File: src/sv/lcsl_pkg.sv
// ---------------------------------------------------------------------------
// lcsl_pkg: shared types for the LCS length and traceback core
// Word formats of the command and result ports, and the command and status
// groups that join the controller to the datapath.
// ---------------------------------------------------------------------------
package lcsl_pkg;

	// Operation codes carried in the op field of an input word.
	localparam logic OP_LOAD_A = 1'b0;
	localparam logic OP_LOAD_B = 1'b1;

	// One input word: an element for sequence A or B.
	typedef struct packed {
		logic              op;
		logic signed [31:0] element;
		logic              final_element;
	} lcsl_in_t;

	// One result word: one element of the common subsequence.
	typedef struct packed {
		logic [5:0]         common_length;
		logic signed [31:0] match_value;
		logic               match_valid;
		logic               overflowed;
		logic               run_end;
	} lcsl_out_t;

	// Commands from the controller to the datapath.
	typedef struct packed {
		logic load;
		logic fill;
		logic tb_init;
		logic tb_read;
		logic tb_step;
		logic emit;
		logic emit_empty;
		logic clear;
	} lcsl_cmd_t;

	// Status from the datapath to the controller.
	typedef struct packed {
		logic closing;
		logic fill_last;
		logic tb_end;
		logic len_zero;
		logic emit_last;
	} lcsl_stat_t;

endpackage

File: src/sv/lcsl_ctrl.sv
// ---------------------------------------------------------------------------
// lcsl_ctrl: sequencing controller
// Steps one run through loading, table fill, traceback and result output.
// ---------------------------------------------------------------------------
module lcsl_ctrl (
	input  logic                clk,
	input  logic                arst_n,
	input  logic                start,
	output logic                busy,
	output lcsl_pkg::lcsl_cmd_t cmd,
	input  lcsl_pkg::lcsl_stat_t stat
);
	import lcsl_pkg::*;

	localparam logic [2:0] S_IDLE     = 3'd0;
	localparam logic [2:0] S_FILL     = 3'd1;
	localparam logic [2:0] S_FILL_END = 3'd2;
	localparam logic [2:0] S_TB_RD    = 3'd3;
	localparam logic [2:0] S_TB_DEC   = 3'd4;
	localparam logic [2:0] S_EMIT     = 3'd5;
	localparam logic [2:0] S_EMPTY    = 3'd6;
	localparam logic [2:0] S_DONE     = 3'd7;

	logic [2:0] state_q;
	logic [2:0] state_d;

	// Next state and command decode.
	always_comb begin
		state_d = state_q;
		cmd     = '0;
		case (state_q)
			S_IDLE: begin
				cmd.load = start;
				if (start && stat.closing) begin
					state_d = S_FILL;
				end
			end
			S_FILL: begin
				cmd.fill = 1'b1;
				if (stat.fill_last) begin
					state_d = S_FILL_END;
				end
			end
			S_FILL_END: begin
				cmd.tb_init = 1'b1;
				state_d     = S_TB_RD;
			end
			S_TB_RD: begin
				cmd.tb_read = 1'b1;
				state_d     = S_TB_DEC;
			end
			S_TB_DEC: begin
				cmd.tb_step = 1'b1;
				if (stat.tb_end) begin
					state_d = stat.len_zero ? S_EMPTY : S_EMIT;
				end else begin
					state_d = S_TB_RD;
				end
			end
			S_EMIT: begin
				cmd.emit = 1'b1;
				if (stat.emit_last) begin
					state_d = S_DONE;
				end
			end
			S_EMPTY: begin
				cmd.emit_empty = 1'b1;
				state_d        = S_DONE;
			end
			S_DONE: begin
				cmd.clear = 1'b1;
				state_d   = S_IDLE;
			end
			default: begin
				state_d = S_IDLE;
			end
		endcase
	end

	// State register.
	always_ff @(posedge clk or negedge arst_n) begin
		if (!arst_n) begin
			state_q <= S_IDLE;
		end else begin
			state_q <= state_d;
		end
	end

	assign busy = (state_q != S_IDLE);

endmodule

File: config.mk
export PLATFORM = sky130hd
export DESIGN_NAME = lcsl_ctrl
export DESIGN_NICKNAME = d
export VERILOG_FILES = /design/src/sv/lcsl_pkg.sv /design/src/sv/lcsl_ctrl.sv
export SDC_FILE = /design/constraint.sdc
export NUM_CORES = 1
export LEC_CHECK = 0
export BUFFER_PORTS_ARGS = -buffer_cell sky130_fd_sc_hd__buf_2
export CAP_MARGIN = 0
export CELL_PAD_IN_SITES_DETAIL_PLACEMENT = 0
export CELL_PAD_IN_SITES_GLOBAL_PLACEMENT = 1
export CORE_AREA = 2 2 39 41
export DETAILED_ROUTE_END_ITERATION = 7
export DIE_AREA = 0 0 41 43
export GPL_TIMING_DRIVEN = 0
export PLACE_DENSITY_LB_ADDON = 0.1
export SLEW_MARGIN = 25
export SYNTH_ARGS = -nofsm -noshare
export SYNTH_HDL_FRONTEND = slang
export SYNTH_SLANG_ARGS = --single-unit
File: constraint.sdc
create_clock -name clk -period 1.4 [get_ports clk]
set_input_delay 0.35 -clock clk [delete_from_list [all_inputs] [get_ports clk]]
set_output_delay 0.35 -clock clk [all_outputs]
set_load 0.005 [all_outputs]
Word level (Yosys, flattened, before mapping)
Cells that the tools add are included.
{ "op_classes": {"n_eq_ne": 10, "muxes": 14, "reduce_logical": 4} }
{ "op_table": {"columns": ["operator", "count"], "rows": [
  ["$pmux W3 S8", 1],
  ["$eq A3 B3 Y1 const B", 4],
  ["$mux W3", 4],
  ["$mux W1", 8],
  ["$eq A3 B2 Y1 const B", 2],
  ["$ne A2 B2 Y1 const B", 3],
  ["$eq A3 B1 Y1 const B", 1],
  ["$logic_not A3 Y1", 1],
  ["$reduce_and A3 Y1", 1],
  ["$reduce_bool A3 Y1", 1],
  ["$mux W2", 1],
  ["$logic_and A1 B1 Y1", 1]
]} }
{ "word_totals": {"out_inout_bits": 9, "elab_cells": 29, "register_bits": 3, "input_bits": 8} }

Longest topological paths before layout
{ "logic_depth": {"ltp_word": 3, "ltp_mapped": 4, "mapped_depth_nobuf": 3} }

Worst setup path before layout
Ideal clock, no wire load.
{ "synth_timing": {"path_kind": "register to output", "from": "register state_q[0]", "to": "output port cmd[7] (netlist bit)", "setup_slack_ps": 83, "path_stages_with_launch": 4, "arrival_ps": 967, "n_path_buf": 1, "required_ps": 1050, "cell_sequence": "dfrtp_1 > buf_6 > or3_4 > nor2_2"} }
{ "synth_lines": {"columns": ["element", "line", "text"], "rows": [
  ["start: declaration", "lcsl_ctrl.sv:24", "logic [2:0] state_q;"],
  ["start signal: assignment", "lcsl_ctrl.sv:85", "state_q <= state_d;"],
  ["end: declaration", "lcsl_ctrl.sv:10", "output lcsl_pkg::lcsl_cmd_t cmd,"]
]} }

==> impl_metrics.tcl <==
set metrics [dict create \
    outcome "finished with violations" \
    violations "setup timing" \
    grt_pass1_wl_um 1150 \
    syn_inst 31 \
    drtPass1Iterations 3 \
    num_io_pins 17 \
    grt_overflow_total 0 \
    htreeDepth 1 \
    tightest_slew_ns 0.219 \
    n_fill_cell 155 \
    drc 0 \
    largest_reg_flops 3 \
    vias_per_cell 4.32 \
    max_stage_delay_ns 0.38 \
    crit_path_start_kind "flop" \
    die_width_um 41 \
    antenna_cells 0 \
    hold_viol 0 \
    cp_max_fo 3 \
    synth_warnings 0 \
    cts.sinks 3 \
    worstSetupEndpointType "output port" \
    ys_seq_area_share_pct 28.0 \
    cp_num_buf_inv 2 \
    synth_area_um2 268 \
    min_path_type "in2async" \
    irDropWorstVdd_mv 0.733 \
    avgSynthCellArea_um2 8.64 \
    fin_area_um2 513 \
    io_buffers 16 \
    drt_iter0_markers 1 \
    setup_viol 9 \
    cp_top_family "simple AND/OR/NAND/NOR gates" \
    grt_max_degree 11 \
    period_needed_ns 1.59 \
    power_density_nw_per_um2 2360 \
    path_clk_slew_ns 0.04 \
    drt-total-wl_um 787 \
    worst-path-stages 4 \
    final_util_pct 37.1 \
    cts.path.max_buffers 2 \
    finish.net_count 68 \
    cts_tree "done" \
    cpMaxStageDelayCell "dfrtp_1" \
    hpwl_um 533 \
    cts-root-buf "clkbuf_4" \
    maxSlewViolCount 0 \
    clock_skew_ns 0.00671 \
    place_congestion 0.702 \
    synth.distinct_cells 19 \
    initial_core_util_pct 19.3 \
    dieHeight_um 43 \
    cp.arrival_ns 1.24 \
    fin_crit_sh_pct 113 \
    post_drt_wl_per_cell_um 10.5 \
    syn_to_final_growth_pct 91.6 \
    numCtsBuffers 3 \
    fp.coreArea_um2 1380 \
    fmax_ghz 0.630 \
    tns_ns -0.996 \
    reg_top3 "state_q: 3 flops" \
    reg2regPathDepth 6 \
    grt_use_total_pct 10.7 \
    total_power_w 0.00121 \
    vias 324 \
    synth_nets 39 \
    cp_data_required_time_ns 1.05 \
    die-area_um2 1760 \
    critPathKind "reg2out" \
    rsz0062_at_grt "yes" \
    drv_cap 0 \
    rows 14 \
    p_leak_nw 0.256 \
    regMostFlops "state_q" \
    ant_nets 0 \
    path_cells "buf_6 > or3_4 > nor2_2 > buf_2" \
    dpl_cell_area_um2 368 \
    grt_antenna_before_repair 0 \
    maxSlewHeadroom_pct 85.3 \
    grt_pass1_vias 289 \
    worstSkewPairLatency_ns 0.24 \
    synth-seq-cells 3 \
    setup_slack_ns -0.187 \
    drive_gt1_share_pct 67.8 \
]
[power by group]
part	leakage, nW	total [W]	switching (W)	internal, W
clock network	0.0150	0.000159	0.0000521	0.000107
logic	0.206	0.000871	0.000359	0.000512
registers	0.0350	0.000181	0.0000451	0.000135
[layout by cell type (no fill, tap or decap), types with 2 or more instances in the layout]
master / n
inv_4: 2
buf_2: 13
dfrtp_1: 3
a211oi_1: 3
clkbuf_4: 3
buf_4: 7
and3_4: 3
nor2_1: 2
nor2_2: 2
buf_6: 5
[timing repair]
item | 4_1_cts | 5_1_grt
pin swaps | 1 | 1
hold endpoints to repair | 3 | 0
resized for setup | 8 | 9
buffers inserted | 3 | 6
endpoints found under the setup margin | 7 | 10
hold buffers | 1 | 0
[synthesized netlist by cell type (all sizes together)]
library cell  instances  share of area [%]
o21ai                 1                1.9
dfrtp                 3                 28
nor3                  2                3.7
a211oi                4                 13
nand2b                2                7.5
nor2b                 1                2.3
and3                  4                9.3
nand2                 1                1.4
or3                   1                4.2
a311oi                1                3.3
inv                   3                4.2
nor2                  4                6.5
buf                   3                 10
a2111o                1                4.2
[final timing paths]
check	from	endpoint	slack (ns)
hold / removal	arst_n	state_q[0]$_DFFE_PN0P_	0.43
max in group asynchronous	arst_n	state_q[2]$_DFFE_PN0P_	0.86
hold reg to reg	state_q[1]$_DFFE_PN0P_	state_q[1]$_DFFE_PN0P_	0.70
setup / recovery	state_q[2]$_DFFE_PN0P_	cmd[7]	-0.19
setup reg to reg	state_q[2]$_DFFE_PN0P_	state_q[0]$_DFFE_PN0P_	0.14
min in group clk	stat[2]	state_q[2]$_DFFE_PN0P_	0.45
[layer usage]
layer  wire [µm]  track usage, %  up-vias  share of wire, %
met2         385            13.8       11                49
met5           0               0        -                 0
li1            -               -      166                 -
met3          44            3.14        4               5.6
met4          36            14.0        0               4.6
met1         320            11.3      143                41
[stage by stage]
step	instances	setup slack, ns	hold WS (ns)
floorplan	31	0.0833	0.0544
global placement	63	-0.00466	0.143
detailed placement	63	-0.0220	0.145
CTS	71	-0.240	0.436
global route	75	-0.239	0.454
finish	75	-0.187	0.428
[logic make-up (layout without fill, tap and decap cells)]
logic type | Yosys count | after routing | synth area share [%]
flip-flops | 3 | 3 | 28.0
AND/OR/NAND/NOR | 15 | 15 | 35.0
AO/OA/AOI/OAI | 7 | 7 | 22.4
buffers and inverters | 6 | 34 | 14.5
[area by class of cell]
type	count	area (µm²)	area share (%)
Clock buffer	4	26.3	5.12
Timing Repair Buffer	25	176	34.4
Buffer	2	22.5	4.39
Multi-Input combinational cell	22	176	34.4
Sequential cell	3	75.1	14.6
Inverter	3	16.3	3.17
Tap cell	16	20.0	3.90
Note: power is estimated with default switching activity, not from simulation.
